===== src/sv/pbet_pkg.sv =====
// ---------------------------------------------------------------------------
// pbet_pkg: shared types and constants of the peer backoff expiry table
// Item structs, configuration block, front-to-back queue entry, action and
// register codes, and the effective interval helper.
// ---------------------------------------------------------------------------
package pbet_pkg;

  // Input action codes
  localparam logic [1:0] ACT_TICK   = 2'd0;
  localparam logic [1:0] ACT_QUERY  = 2'd1;
  localparam logic [1:0] ACT_UPDATE = 2'd2;

  // Configuration register indexes
  localparam logic [1:0] CFG_IDX_INTERVAL = 2'd0;
  localparam logic [1:0] CFG_IDX_PRUNE    = 2'd1;
  localparam logic [1:0] CFG_IDX_SLACK    = 2'd2;

  // Configuration reset values
  localparam logic [15:0] RST_INTERVAL = 16'd1000;
  localparam logic [23:0] RST_PRUNE    = 24'd60000;
  localparam logic [7:0]  RST_SLACK    = 8'd1;

  // Work kinds handed from front to back
  localparam logic [1:0] KIND_NOP    = 2'd0;
  localparam logic [1:0] KIND_TICK   = 2'd1;
  localparam logic [1:0] KIND_QUERY  = 2'd2;
  localparam logic [1:0] KIND_UPDATE = 2'd3;

  // Divider steps: one quotient bit per cycle over the backoff time and the default backoff
  localparam int DIV_STEPS = 24;

  typedef struct packed {
    logic [1:0]  action;
    logic [5:0]  peer_index;
    logic [23:0] backoff_time;
    logic        use_default;
  } in_item_t;

  typedef struct packed {
    logic [31:0] remaining_slots;
    logic [31:0] remaining_time;
    logic        in_backoff;
  } out_item_t;

  typedef struct packed {
    logic [15:0] hb_period;
    logic [23:0] dflt_backoff;
    logic [7:0]  extra_slots;
  } cfg_t;

  typedef struct packed {
    logic [1:0]  kind;
    logic [5:0]  peer;
    logic [24:0] slots;
  } q_entry_t;

  // A zero interval counts as one
  function automatic logic [15:0] eff_interval(input logic [15:0] iv);
    eff_interval = (iv == 16'd0) ? 16'd1 : iv;
  endfunction

endpackage


===== src/sv/peer_backoff_expiry_table.sv =====
// ---------------------------------------------------------------------------
// peer_backoff_expiry_table: per-peer backoff tracker for one topic
// Order, accepting edge to the result strobe: front (the divider, for an update
// only), queue, then back (evaluate; a query also multiplies and finishes).
// The front takes no new item until it has pushed the last, and an update holds
// it in the divider; other items are limited by the table sequencer.
// Reset: busy stays high for NUM_PEERS cycles while the expiry memory clears.
// Every item gives exactly one result strobe; the receiver cannot stall.
// ---------------------------------------------------------------------------
module peer_backoff_expiry_table
  import pbet_pkg::*;
#(
  parameter int NUM_PEERS = 64
) (
  input  logic        clk,
  input  logic        rst_n,
  input  logic        start,
  output logic        busy,
  input  in_item_t    in_item,
  output logic        out_valid,
  output out_item_t   out_item,
  input  logic        cfg_valid,
  output logic        cfg_ready,
  input  logic [1:0]  cfg_index,
  input  logic [23:0] cfg_data
);

  cfg_t     cfg_r, cfg_nxt;
  logic     front_busy;
  logic     clearing;
  logic     push_valid, push_ready;
  q_entry_t push_entry;
  logic     pop_valid, pop;
  q_entry_t pop_entry;

  assign cfg_ready = 1'b1;
  assign busy      = front_busy || clearing;

  // Decode configuration writes
  always_comb begin
    cfg_nxt = cfg_r;
    if (cfg_valid && cfg_ready) begin
      case (cfg_index)
        CFG_IDX_INTERVAL: cfg_nxt.hb_period    = cfg_data[15:0];
        CFG_IDX_PRUNE:    cfg_nxt.dflt_backoff = cfg_data;
        CFG_IDX_SLACK:    cfg_nxt.extra_slots  = cfg_data[7:0];
        default:          cfg_nxt = cfg_r;
      endcase
    end
  end

  always_ff @(posedge clk) begin
    if (!rst_n) begin
      cfg_r.hb_period    <= RST_INTERVAL;
      cfg_r.dflt_backoff <= RST_PRUNE;
      cfg_r.extra_slots  <= RST_SLACK;
    end else begin
      cfg_r <= cfg_nxt;
    end
  end

  pbet_front #(
    .NUM_PEERS (NUM_PEERS)
  ) u_front (
    .clk        (clk),
    .rst_n      (rst_n),
    .start      (start && !clearing),
    .in_item    (in_item),
    .cfg        (cfg_r),
    .front_busy (front_busy),
    .push_valid (push_valid),
    .push_ready (push_ready),
    .push_entry (push_entry)
  );

  pbet_queue u_queue (
    .clk        (clk),
    .rst_n      (rst_n),
    .push_valid (push_valid),
    .push_ready (push_ready),
    .push_entry (push_entry),
    .pop_valid  (pop_valid),
    .pop        (pop),
    .pop_entry  (pop_entry)
  );

  pbet_back #(
    .NUM_PEERS (NUM_PEERS)
  ) u_back (
    .clk       (clk),
    .rst_n     (rst_n),
    .cfg       (cfg_r),
    .pop_valid (pop_valid),
    .pop_entry (pop_entry),
    .pop       (pop),
    .clearing  (clearing),
    .out_valid (out_valid),
    .out_item  (out_item)
  );

endmodule


===== src/sv/pbet_front.sv =====
// ---------------------------------------------------------------------------
// pbet_front: item intake and slot conversion
// Takes an item, classifies it, and for an update runs a restoring divider
// (one bit per cycle) over the backoff time and the default backoff, then
// clamps the slot count and pushes the work into the queue.
// ---------------------------------------------------------------------------
module pbet_front
  import pbet_pkg::*;
#(
  parameter int NUM_PEERS = 64
) (
  input  logic     clk,
  input  logic     rst_n,
  input  logic     start,
  input  in_item_t in_item,
  input  cfg_t     cfg,
  output logic     front_busy,
  output logic     push_valid,
  input  logic     push_ready,
  output q_entry_t push_entry
);

  localparam logic [1:0]  F_IDLE = 2'd0;
  localparam logic [1:0]  F_DIV  = 2'd1;
  localparam logic [1:0]  F_PUSH = 2'd2;
  localparam logic [12:0] NUM_PEERS_W = 13'(NUM_PEERS);
  localparam logic [4:0]  LAST_STEP = 5'(DIV_STEPS - 1);

  logic [1:0]  state_r, state_nxt;
  logic [1:0]  kind_r, kind_nxt;
  logic [5:0]  peer_r, peer_nxt;
  logic [23:0] dvd_t_r, dvd_t_nxt;
  logic [23:0] dvd_p_r, dvd_p_nxt;
  logic [15:0] rem_t_r, rem_t_nxt;
  logic [15:0] rem_p_r, rem_p_nxt;
  logic [4:0]  cnt_r, cnt_nxt;

  logic [15:0] iv;
  logic [16:0] sh_t, sh_p;
  logic        ge_t, ge_p;
  logic        in_range;
  logic        accept;
  logic [1:0]  kind_in;
  logic [24:0] slots_t, span;

  assign iv         = eff_interval(cfg.hb_period);
  assign front_busy = (state_r != F_IDLE);
  assign accept     = start && (state_r == F_IDLE);
  assign in_range   = ({7'd0, in_item.peer_index} < NUM_PEERS_W);

  // Classify the incoming item
  always_comb begin
    case (in_item.action)
      ACT_TICK:   kind_in = KIND_TICK;
      ACT_QUERY:  kind_in = in_range ? KIND_QUERY : KIND_NOP;
      ACT_UPDATE: kind_in = in_range ? KIND_UPDATE : KIND_NOP;
      default:    kind_in = KIND_NOP;
    endcase
  end

  // One restoring division step for both dividends
  assign sh_t = {rem_t_r, dvd_t_r[23]};
  assign sh_p = {rem_p_r, dvd_p_r[23]};
  assign ge_t = (sh_t >= {1'b0, iv});
  assign ge_p = (sh_p >= {1'b0, iv});

  // Convert quotients to slots and clamp to the wheel span
  assign slots_t = {1'b0, dvd_t_r} + {17'd0, cfg.extra_slots};
  assign span    = {1'b0, dvd_p_r} + {17'd0, cfg.extra_slots};

  assign push_valid       = (state_r == F_PUSH);
  assign push_entry.kind  = kind_r;
  assign push_entry.peer  = peer_r;
  assign push_entry.slots = (slots_t > span) ? span : slots_t;

  always_comb begin
    state_nxt = state_r;
    kind_nxt  = kind_r;
    peer_nxt  = peer_r;
    dvd_t_nxt = dvd_t_r;
    dvd_p_nxt = dvd_p_r;
    rem_t_nxt = rem_t_r;
    rem_p_nxt = rem_p_r;
    cnt_nxt   = cnt_r;
    case (state_r)
      F_IDLE: begin
        if (accept) begin
          kind_nxt  = kind_in;
          peer_nxt  = in_item.peer_index;
          dvd_t_nxt = in_item.use_default ? cfg.dflt_backoff : in_item.backoff_time;
          dvd_p_nxt = cfg.dflt_backoff;
          rem_t_nxt = 16'd0;
          rem_p_nxt = 16'd0;
          cnt_nxt   = 5'd0;
          state_nxt = (kind_in == KIND_UPDATE) ? F_DIV : F_PUSH;
        end
      end
      F_DIV: begin
        rem_t_nxt = ge_t ? 16'(sh_t - {1'b0, iv}) : sh_t[15:0];
        rem_p_nxt = ge_p ? 16'(sh_p - {1'b0, iv}) : sh_p[15:0];
        dvd_t_nxt = {dvd_t_r[22:0], ge_t};
        dvd_p_nxt = {dvd_p_r[22:0], ge_p};
        cnt_nxt   = cnt_r + 5'd1;
        if (cnt_r == LAST_STEP) begin
          state_nxt = F_PUSH;
        end
      end
      F_PUSH: begin
        if (push_ready) begin
          state_nxt = F_IDLE;
        end
      end
      default: state_nxt = F_IDLE;
    endcase
  end

  always_ff @(posedge clk) begin
    if (!rst_n) begin
      state_r <= F_IDLE;
    end else begin
      state_r <= state_nxt;
    end
    kind_r  <= kind_nxt;
    peer_r  <= peer_nxt;
    dvd_t_r <= dvd_t_nxt;
    dvd_p_r <= dvd_p_nxt;
    rem_t_r <= rem_t_nxt;
    rem_p_r <= rem_p_nxt;
    cnt_r   <= cnt_nxt;
  end

endmodule


===== src/sv/pbet_queue.sv =====
// ---------------------------------------------------------------------------
// pbet_queue: two-entry work queue between front and back
// Lets the front finish the next item while the back is still busy.
// ---------------------------------------------------------------------------
module pbet_queue
  import pbet_pkg::*;
(
  input  logic     clk,
  input  logic     rst_n,
  input  logic     push_valid,
  output logic     push_ready,
  input  q_entry_t push_entry,
  output logic     pop_valid,
  input  logic     pop,
  output q_entry_t pop_entry
);

  q_entry_t   slot_r [2];
  logic       wr_ptr_r, wr_ptr_nxt;
  logic       rd_ptr_r, rd_ptr_nxt;
  logic [1:0] count_r, count_nxt;
  logic       do_push, do_pop;

  assign push_ready = (count_r != 2'd2);
  assign pop_valid  = (count_r != 2'd0);
  assign pop_entry  = slot_r[rd_ptr_r];
  assign do_push    = push_valid && push_ready;
  assign do_pop     = pop && pop_valid;

  // Advance pointers and occupancy
  always_comb begin
    wr_ptr_nxt = do_push ? ~wr_ptr_r : wr_ptr_r;
    rd_ptr_nxt = do_pop ? ~rd_ptr_r : rd_ptr_r;
    count_nxt  = count_r;
    if (do_push && !do_pop) begin
      count_nxt = count_r + 2'd1;
    end else if (do_pop && !do_push) begin
      count_nxt = count_r - 2'd1;
    end
  end

  always_ff @(posedge clk) begin
    if (!rst_n) begin
      wr_ptr_r <= 1'b0;
      rd_ptr_r <= 1'b0;
      count_r  <= 2'd0;
    end else begin
      wr_ptr_r <= wr_ptr_nxt;
      rd_ptr_r <= rd_ptr_nxt;
      count_r  <= count_nxt;
    end
    if (do_push) begin
      slot_r[wr_ptr_r] <= push_entry;
    end
  end

endmodule


===== src/sv/pbet_back.sv =====
// ---------------------------------------------------------------------------
// pbet_back: expiry table and heartbeat counter
// Holds the per-peer absolute expiry memory and the heartbeat counter,
// carries out ticks, queries and updates in order, and drives the result.
// Clears the expiry memory one entry per cycle after reset.
// ---------------------------------------------------------------------------
module pbet_back
  import pbet_pkg::*;
#(
  parameter int NUM_PEERS = 64
) (
  input  logic      clk,
  input  logic      rst_n,
  input  cfg_t      cfg,
  input  logic      pop_valid,
  input  q_entry_t  pop_entry,
  output logic      pop,
  output logic      clearing,
  output logic      out_valid,
  output out_item_t out_item
);

  localparam int PEER_AW = $clog2(NUM_PEERS);
  localparam logic [PEER_AW-1:0] LAST_IDX = PEER_AW'(NUM_PEERS - 1);

  localparam logic [1:0] B_IDLE = 2'd0;
  localparam logic [1:0] B_EVAL = 2'd1;
  localparam logic [1:0] B_MUL  = 2'd2;
  localparam logic [1:0] B_FIN  = 2'd3;

  logic [31:0] mem [NUM_PEERS];

  logic [1:0]         state_r, state_nxt;
  logic [31:0]        hb_r, hb_nxt;
  logic               clr_r, clr_nxt;
  logic [PEER_AW-1:0] clr_idx_r, clr_idx_nxt;
  q_entry_t           cur_r, cur_nxt;
  logic [31:0]        rd_data_r;
  logic [31:0]        rem_r, rem_nxt;
  logic [31:0]        base_r, base_nxt;
  logic [47:0]        prod_r;
  logic               out_valid_r, out_valid_nxt;
  out_item_t          out_item_r, out_item_nxt;

  logic [15:0]        iv;
  logic [31:0]        diff, rem;
  logic               upd_hit;
  logic               we;
  logic [PEER_AW-1:0] waddr, raddr;
  logic [31:0]        wdata;

  assign iv        = eff_interval(cfg.hb_period);
  assign clearing  = clr_r;
  assign out_valid = out_valid_r;
  assign out_item  = out_item_r;
  assign pop       = (state_r == B_IDLE) && pop_valid && !clr_r;
  assign raddr     = PEER_AW'(pop_entry.peer);

  // Remaining slots under the wrapped signed compare
  assign diff    = rd_data_r - hb_r;
  assign rem     = ((diff != 32'd0) && !diff[31]) ? diff : 32'd0;
  assign upd_hit = (cur_r.kind == KIND_UPDATE) && (cur_r.slots != 25'd0)
                   && ({7'd0, cur_r.slots} > rem);

  // Single write port: clearing pass or expiry extension
  always_comb begin
    we    = 1'b0;
    waddr = clr_idx_r;
    wdata = 32'd0;
    if (clr_r) begin
      we = 1'b1;
    end else if ((state_r == B_EVAL) && upd_hit) begin
      we    = 1'b1;
      waddr = PEER_AW'(cur_r.peer);
      wdata = hb_r + {7'd0, cur_r.slots};
    end
  end

  // Sequence one queued item
  always_comb begin
    state_nxt     = state_r;
    hb_nxt        = hb_r;
    clr_nxt       = clr_r;
    clr_idx_nxt   = clr_idx_r;
    cur_nxt       = cur_r;
    rem_nxt       = rem_r;
    base_nxt      = base_r;
    out_valid_nxt = 1'b0;
    out_item_nxt  = out_item_r;
    if (clr_r) begin
      clr_idx_nxt = clr_idx_r + PEER_AW'(1);
      if (clr_idx_r == LAST_IDX) begin
        clr_nxt = 1'b0;
      end
    end
    case (state_r)
      B_IDLE: begin
        if (pop) begin
          cur_nxt   = pop_entry;
          state_nxt = B_EVAL;
        end
      end
      B_EVAL: begin
        if (cur_r.kind == KIND_QUERY) begin
          rem_nxt   = rem;
          base_nxt  = (rem > {24'd0, cfg.extra_slots}) ?
                      rem - {24'd0, cfg.extra_slots} : 32'd0;
          state_nxt = B_MUL;
        end else begin
          if (cur_r.kind == KIND_TICK) begin
            hb_nxt = hb_r + 32'd1;
          end
          out_item_nxt  = '0;
          out_valid_nxt = 1'b1;
          state_nxt     = B_IDLE;
        end
      end
      B_MUL: begin
        state_nxt = B_FIN;
      end
      B_FIN: begin
        out_item_nxt.remaining_slots = rem_r;
        out_item_nxt.remaining_time  = (prod_r[47:32] != 16'd0) ? 32'hFFFF_FFFF
                                                                : prod_r[31:0];
        out_item_nxt.in_backoff      = (rem_r != 32'd0);
        out_valid_nxt                = 1'b1;
        state_nxt                    = B_IDLE;
      end
      default: state_nxt = B_IDLE;
    endcase
  end

  always_ff @(posedge clk) begin
    if (!rst_n) begin
      state_r     <= B_IDLE;
      hb_r        <= 32'd0;
      clr_r       <= 1'b1;
      clr_idx_r   <= '0;
      out_valid_r <= 1'b0;
    end else begin
      state_r     <= state_nxt;
      hb_r        <= hb_nxt;
      clr_r       <= clr_nxt;
      clr_idx_r   <= clr_idx_nxt;
      out_valid_r <= out_valid_nxt;
    end
    cur_r      <= cur_nxt;
    rem_r      <= rem_nxt;
    base_r     <= base_nxt;
    prod_r     <= base_r * iv;
    out_item_r <= out_item_nxt;
  end

  // Expiry memory: one write port, one registered read port
  always_ff @(posedge clk) begin
    if (we) begin
      mem[waddr] <= wdata;
    end
  end

  always_ff @(posedge clk) begin
    rd_data_r <= mem[raddr];
  end

endmodule


===== config.mk =====
export PLATFORM = sky130hd
export DESIGN_NAME = peer_backoff_expiry_table
export DESIGN_NICKNAME = d
export VERILOG_FILES = /design/src/sv/pbet_pkg.sv /design/src/sv/peer_backoff_expiry_table.sv /design/src/sv/pbet_front.sv /design/src/sv/pbet_queue.sv /design/src/sv/pbet_back.sv
export SDC_FILE = /design/constraint.sdc
export NUM_CORES = 2
export LEC_CHECK = 0
export ABC_CLOCK_PERIOD_IN_PS = 15000
export BUFFER_PORTS_ARGS = -buffer_cell sky130_fd_sc_hd__buf_4
export CAP_MARGIN = 10
export CORE_MARGIN = 8
export CORE_UTILIZATION = 55
export CTS_CLUSTER_DIAMETER = 30
export DETAILED_ROUTE_END_ITERATION = 10
export PLACE_DENSITY = 0.71
export SYNTH_ARGS = -nofsm -noshare
export SYNTH_HDL_FRONTEND = slang
export SYNTH_HIERARCHICAL = 1
export SYNTH_SLANG_ARGS = --single-unit

===== constraint.sdc =====
create_clock -name clk -period 15 [get_ports clk]
set_input_delay 1.5 -clock clk [delete_from_list [all_inputs] [get_ports clk]]
set_output_delay 1.5 -clock clk [all_outputs]
set_load 0.02 [all_outputs]

==> Word level (Yosys, flattened, before mapping) <==
Memory sizes are Yosys's and may differ from the RTL's. A register that Yosys moved wholly into a read port is not among the register bits.
Cells that the tools add are included.
{ "classes": {"n_addsub": 12, "mul": 1, "magnitude_cmp": 5, "eq_ne": 21, "muxes": 45, "n_bitwise": 3, "reduce_logical": 41} }
{ "ops": {"columns": ["operator", "count"], "rows": [
  ["$pmux W65 S2", 1],
  ["$mux W32", 4],
  ["$pmux W24 S2", 2],
  ["$mux W24", 3],
  ["$mux W65", 1],
  ["$mux W16", 4],
  ["$pmux W16 S2", 2],
  ["$reduce_bool A32 Y1", 2],
  ["$add A24 B8 Y25", 2],
  ["$mul A32 B16 Y48", 1],
  ["$ge A17 B16 Y1", 2],
  ["$add A32 B1 Y32 const B", 1],
  ["$add A32 B25 Y32", 1],
  ["$gt A25 B32 Y1", 1],
  ["$gt A32 B8 Y1", 1],
  ["$sub A16 B16 Y16", 2],
  ["$sub A32 B32 Y32", 1],
  ["$sub A32 B8 Y32", 1],
  ["$gt A25 B25 Y1", 1],
  ["$mux W25", 1],
  ["$reduce_bool A25 Y1", 1],
  ["$eq A2 B2 Y1 const B", 8],
  ["$logic_not A16 Y1", 1],
  ["$mux W2", 8],
  ["other kinds (25)", 76]
]} }
{ "word_totals": {"ff_bits": 399, "mem_bits_rw": 2114, "input_bits": 63, "out_inout_bits": 68, "wordCells": 158, "memories": 2} }
{ "memory_table": {"columns": ["memory", "depth", "width", "read_ports", "rd_ports_with_merged_regs", "write_ports", "line", "source"], "rows": [
  ["u_back.mem", 64, 32, 1, 1, 1, "pbet_back.sv:31", "logic [31:0] mem [NUM_PEERS];"],
  ["u_queue.slot_r", 2, 33, 1, 1, 1, "pbet_queue.sv:18", "q_entry_t slot_r [2];"]
]} }

==> Logic depth before layout (Yosys ltp) <==
{ "depth": {"ltp_word": 11, "mapped_depth": 28, "depth_no_buf": 27} }

==> Modules after synthesis <==
Netlist, hierarchy kept.
{ "modules_own_cells": {"columns": ["mod", "n_inst", "cells_each", "area_each_um2", "seq_area_each_um2"], "rows": [
  ["pbet_back", 1, 6325, 108519.1, 68806.0],
  ["pbet_front", 1, 882, 8114.0, 2832.7],
  ["pbet_queue", 1, 127, 2616.3, 2082.0],
  ["peer_backoff_expiry_table", 1, 203, 1953.1, 960.9]
]} }

==> Least setup slack after synthesis <==
OpenSTA, ideal clock, no wires.
{ "synth_timing": {"kind": "reg-to-reg", "start": "reg u_back.hb_r[14]", "end": "mem u_back.mem[0][10] (data pin)", "setup_ps": 1285, "t_arrival_ps": 10885, "required_time_ps": 13715, "path_slack_ps": 2830, "stages_incl_launch_ff": 28, "n_path_buf": 4, "period_less_slack_ps": 12170, "path_cell_list": "dfxtp_1 > inv_1 > ha_1 > clkbuf_1 > nand3_1 > or4_1 > a31o_1 > and3_1 > buf_6 > a21o_1 > a311oi_2 > nand4_2 > or4_4 > o31ai_4 > buf_6 > or2_2 > inv_1 > ha_1 > nor2b_1 > o21a_1 > o21a_1 > o211ai_1 > a21boi_0 > o31a_1 > o41ai_1 > or2_2 > buf_4 > a2111oi_0"} }
{ "synth_via": {"elab_chain_len": 9} }
{ "synth_lines": {"columns": ["element", "line", "source"], "rows": [
  ["from (decl)", "pbet_back.sv:34", "logic [31:0] hb_r, hb_nxt;"],
  ["from (signal assigned)", "pbet_back.sv:142", "hb_r <= hb_nxt;"],
  ["$sub A32 B32 Y32 *", "pbet_back.sv:60", "assign diff = rd_data_r - hb_r;"],
  ["$reduce_bool A32 Y1 or $logic_not A1 Y1 (tied branches)", "pbet_back.sv:61", "assign rem = ((diff != 32'd0) && !diff[31]) ? diff : 32'd0;"],
  ["$logic_and A1 B1 Y1 *", "pbet_back.sv:61", null],
  ["$mux W32 *", "pbet_back.sv:61", null],
  ["net u_back.rem[0]", "pbet_back.sv:46", "logic [31:0] diff, rem;"],
  ["$gt A25 B32 Y1 *", "pbet_back.sv:63", "&& ({7'd0, cur_r.slots} > rem);"],
  ["$logic_and A1 B1 Y1 *", "pbet_back.sv:63", null],
  ["$logic_and A1 B1 Y1 *", "pbet_back.sv:72", "end else if ((state_r == B_EVAL) && upd_hit) begin"],
  ["$mux W32 *", "pbet_back.sv:72", null],
  ["$mux W32 *", "pbet_back.sv:70", "if (clr_r) begin"],
  ["net u_back.wdata[10]", "pbet_back.sv:50", "logic [31:0] wdata;"],
  ["to (decl)", "pbet_back.sv:31", null]
]} }
Mark *: on every way through the listed nets, which the timed path passes. The rest lies on a longest branch.

==> Worst setup path after layout <==
{ "layout_timing": {"start": "reg u_back.hb_r[0]", "end": "mem u_back.mem[1][10] (enable)"} }
{ "layout_via": {"elab_chain_len": 11} }
{ "layout_lines": {"columns": ["element", "line", "source"], "rows": [
  ["$sub A32 B32 Y32 *", "pbet_back.sv:60", null],
  ["$reduce_bool A32 Y1 or $logic_not A1 Y1 (tied branches)", "pbet_back.sv:61", null],
  ["$logic_and A1 B1 Y1", "pbet_back.sv:61", null],
  ["$mux W32 *", "pbet_back.sv:61", null],
  ["net u_back.rem[9]", "pbet_back.sv:46", null],
  ["$gt A25 B32 Y1 *", "pbet_back.sv:63", null],
  ["$logic_and A1 B1 Y1 *", "pbet_back.sv:63", null],
  ["$logic_and A1 B1 Y1 *", "pbet_back.sv:72", null],
  ["$mux W1", "pbet_back.sv:72", null],
  ["$mux W1", "pbet_back.sv:70", null],
  ["$mux W1", "pbet_back.sv:156", "if (we) begin"],
  ["$mux W1 (not written as such)", "pbet_back.sv:157", "mem[waddr] <= wdata;"]
]} }
Marks and branches as above.

==> impl_metrics.yaml <==
status:
  outcome: "complete, no violations"
synthesis:
  netlist_area_um2: 121200
  synth_cell_types: 111
  yosysWarnings: 6
  synth_compound_area_share_pct: 3.417
  synth_top_family_by_area: "multiplexers"
  syn_inst: 7537
  synthAdderAreaFrac_pct: 9.993
  ys_seq_area_share_pct: 61.62
  synth_seq_cells: 2546
  synth_ff_type: "edfxtp_1"
  muxShareOfSynthArea_pct: 13.82
  synth_xor_area_share_pct: 1.359
  synthArstFlopShare_pct: 0
  synth_edf_count: 2369
  syn_nets: 8313
  syn_area_per_cell_um2: 16.08
  synthSimpleGateAreaFrac_pct: 6.762
power_and_ir_drop:
  peakVddDrop_mv: 0.1713
  p_leak_nw: 50.75
  power.total_mw: 19.82
  powerDensity_nw_per_um2: 140.0
routing:
  first_iter_violations: 7595
  wl_um: 326100
  dr.pass1.iters: 9
  avgRoutedWirePerCell_um: 29.28
  ant_nets: 0
  drc: 0
  vias: 69876
  viasPerCell: 6.274
clock_tree:
  insertion_delay_ns: 1.03
  cts_hold_buf: 0
  clock-sinks: 2546
  tritoncts: "done"
  cts_buffers: 443
  post-cts-setup-buffers: 0
  cts_buffer_depth: 4
  cts_resized: 0
  clk_pin_slew_ns: 0.05
  htreeDepth: 5
  root_buffer: "clkbuf_16"
placement:
  post-place-ws_ns: 5.559
  gp_congestion: 0.9296
  portBuffers: 129
  dp.cells: 10330
  dp_hpwl_um: 193200
  placed_area_um2: 126400
timing:
  rsz0062_at_grt: "no"
  layout_worst_path_cycle_share_pct: 64.52
  slew_headroom_pct: 15.12
  setup_viol: 0
  hold_viol_final: 0
  period_minus_slack_ns: 9.678
  hold_ws_ns: 0.4595
  drv_slew: 0
  timing.final.ws_setup_ns: 5.322
  max_freq_mhz: 103.3
  tightest_slew_ns: 1.270
  fin_skew_ns: 0.09264
  finalSetupTns_ns: 0
finish:
  stdcell_area_um2: 141600
  fin_util_pct: 64.56
  fillerInstances: 14736
  syn_to_final_growth_pct: 16.82
  final_common_cell: "edfxtp_1"
  mostFrequentLayoutCells: "edfxtp_1 (2369), mux4_2 (667), inv_1 (610)"
  instances_no_fill: 11138
  drive_gt1_share_pct: 22.57
  num-nets-final: 8681
worst_setup_path:
  reg2reg_from: "u_back/hb_r[0]$_SDFFE_PN0P_"
  path_max_fanout: 33
  cp.arrival_ns: 10.23
  worstSetupStartpointType: "register"
  worstPathRequired_ns: 15.55
  startpoint: "u_back/hb_r[0]$_SDFFE_PN0P_"
  critPathCaptureType: "register"
  worstSetupPathType: "register to register"
floorplan:
  num_io_pins: 131
  die_area_um2: 235600
  coreArea_um2: 219300
  rows: 172
  die_h_um: 485.4
  die_x_um: 485.4
  start_util_pct: 55.27
global_route:
  antenna_found_initial: 28
  overflow: 0
  grt_pass1_wl_um: 482300
  grt_use_total_pct: 27.45
  grt_pass1_vias: 72489
  grt_max_degree: 139
hold_path:
  hp-start: "u_front/peer_r[2]$_DFFE_PP_"
  hp-class: "register to register"
run:
  max_cap_viol_count: 0
[report_power, final]
part           switching, mW  leakage (nW)  internal, mW
logic                   1.06          20.2         0.730
registers             0.0309          23.3          7.78
clock network           3.50          7.31          6.72
total                   4.60          50.8          15.2
[synthesized netlist by cell type (all sizes together) (13+ instances only)]
cell / n / share of area (%)
edfxtp: 2369 / 59
mux4: 667 / 12
inv: 610 / 1.9
nand2: 609 / 1.9
fa: 425 / 7.0
nor2: 372 / 1.2
ha: 288 / 3.0
clkbuf: 241 / 0.75
and2: 208 / 1.1
dfxtp: 177 / 2.9
a21oi: 171 / 0.72
xnor2: 124 / 0.90
mux2i: 118 / 1.0
o21ai: 111 / 0.46
buf: 97 / 0.39
nor3: 75 / 0.31
nor2b: 73 / 0.38
nand3: 72 / 0.31
a21o: 70 / 0.44
and3: 70 / 0.36
xor2: 64 / 0.46
mux2: 44 / 0.41
nand4: 44 / 0.23
o21a: 40 / 0.25
nor4: 39 / 0.20
a211oi: 37 / 0.25
nand2b: 29 / 0.16
o211ai: 26 / 0.17
or3: 23 / 0.12
a31oi: 22 / 0.13
o21bai: 18 / 0.11
or2: 18 / 0.093
nand4b: 13 / 0.094
nor3b: 13 / 0.085
[cell families after synthesis]
family                     after synthesis
and+or+nand+nor                       1699
buffers and inverters                  948
AOI/OAI and AO/OA                      612
DFF                                   2546
other                                    2
muxes                                  829
adders and majority gates              713
xor gates and xnor gates               188
[flip-flops by register name, indices dropped and copies added, names as in the netlist, 2 cells and up, named ones only]
name,count
u_back/cur_r,33
u_back/mem,2048
u_back/rd_data_r,32
u_front/state_r,2
u_back/out_item,65
u_back/clr_idx_r,6
u_back/base_r,32
u_front/rem_t_r,16
u_queue/count_r,2
u_front/kind_r,2
u_front/dvd_p_r,24
u_queue/slot_r,66
u_front/dvd_t_r,24
u_back/rem_r,32
u_back/prod_r,48
u_front/peer_r,6
cfg_r,48
u_back/hb_r,32
u_front/rem_p_r,16
u_front/cnt_r,5
[final timing paths]
| path | endpoint | slack (ns) | cells past startpoint |
|---|---|---|---|
| worst min-delay path | u_queue/slot_r[1][27]$_DFFE_PP_ | 0.46 | 0 |
| worst max register to register | u_back/mem[1][10]$_DFFE_PP_ | 5.32 | 27 |
| worst max-delay path | u_back/mem[1][10]$_DFFE_PP_ | 5.32 | 27 |
| worst min register to register | u_queue/slot_r[1][27]$_DFFE_PP_ | 0.46 | 0 |
[worst max-delay path, cell delays in order (launching register included)]
cell      delay (ns)
dfxtp_1         0.41
ha_1            0.20
inv_1           0.06
fa_1            0.43
a211oi_2        0.29
o211ai_1        0.20
nor2b_1         0.22
a221oi_1        0.51
xor2_1          0.34
nand4_1         0.24
nor4b_1         0.77
nand3_1         0.29
o31ai_4         0.80
nor2_1          0.11
inv_1           0.09
ha_1            0.23
a21o_1          0.18
a21o_1          0.17
a21o_1          0.17
a21o_1          0.17
a21oi_1         0.14
o22ai_1         0.12
o41ai_2         0.32
buf_4           0.30
or2_4           0.30
buf_4           0.81
mux2i_4         0.36
nor2_4          0.94
[cell type report]
class                      count  area (µm²)  area share [%]
sequential                  2546       74680           52.75
multi-input combinational   4043       43780           30.92
clock buffer                 499       11390           8.042
clock inverter               299        3780           2.670
tap                         2871        3592           2.537
inverter                     610        2290           1.617
timing repair buffer         261        2057           1.453
antenna                        9       22.52         0.01591
[metal layers]
layer	vias up	part of all wire [%]	global-route usage (%)
met2	3884	48	44.74
met5	-	0.049	0
met3	886	9.2	5.868
li1	29163	-	-
met4	10	5.1	12.82
met1	35933	37	35.63
(Power assumes the default switching activity.)
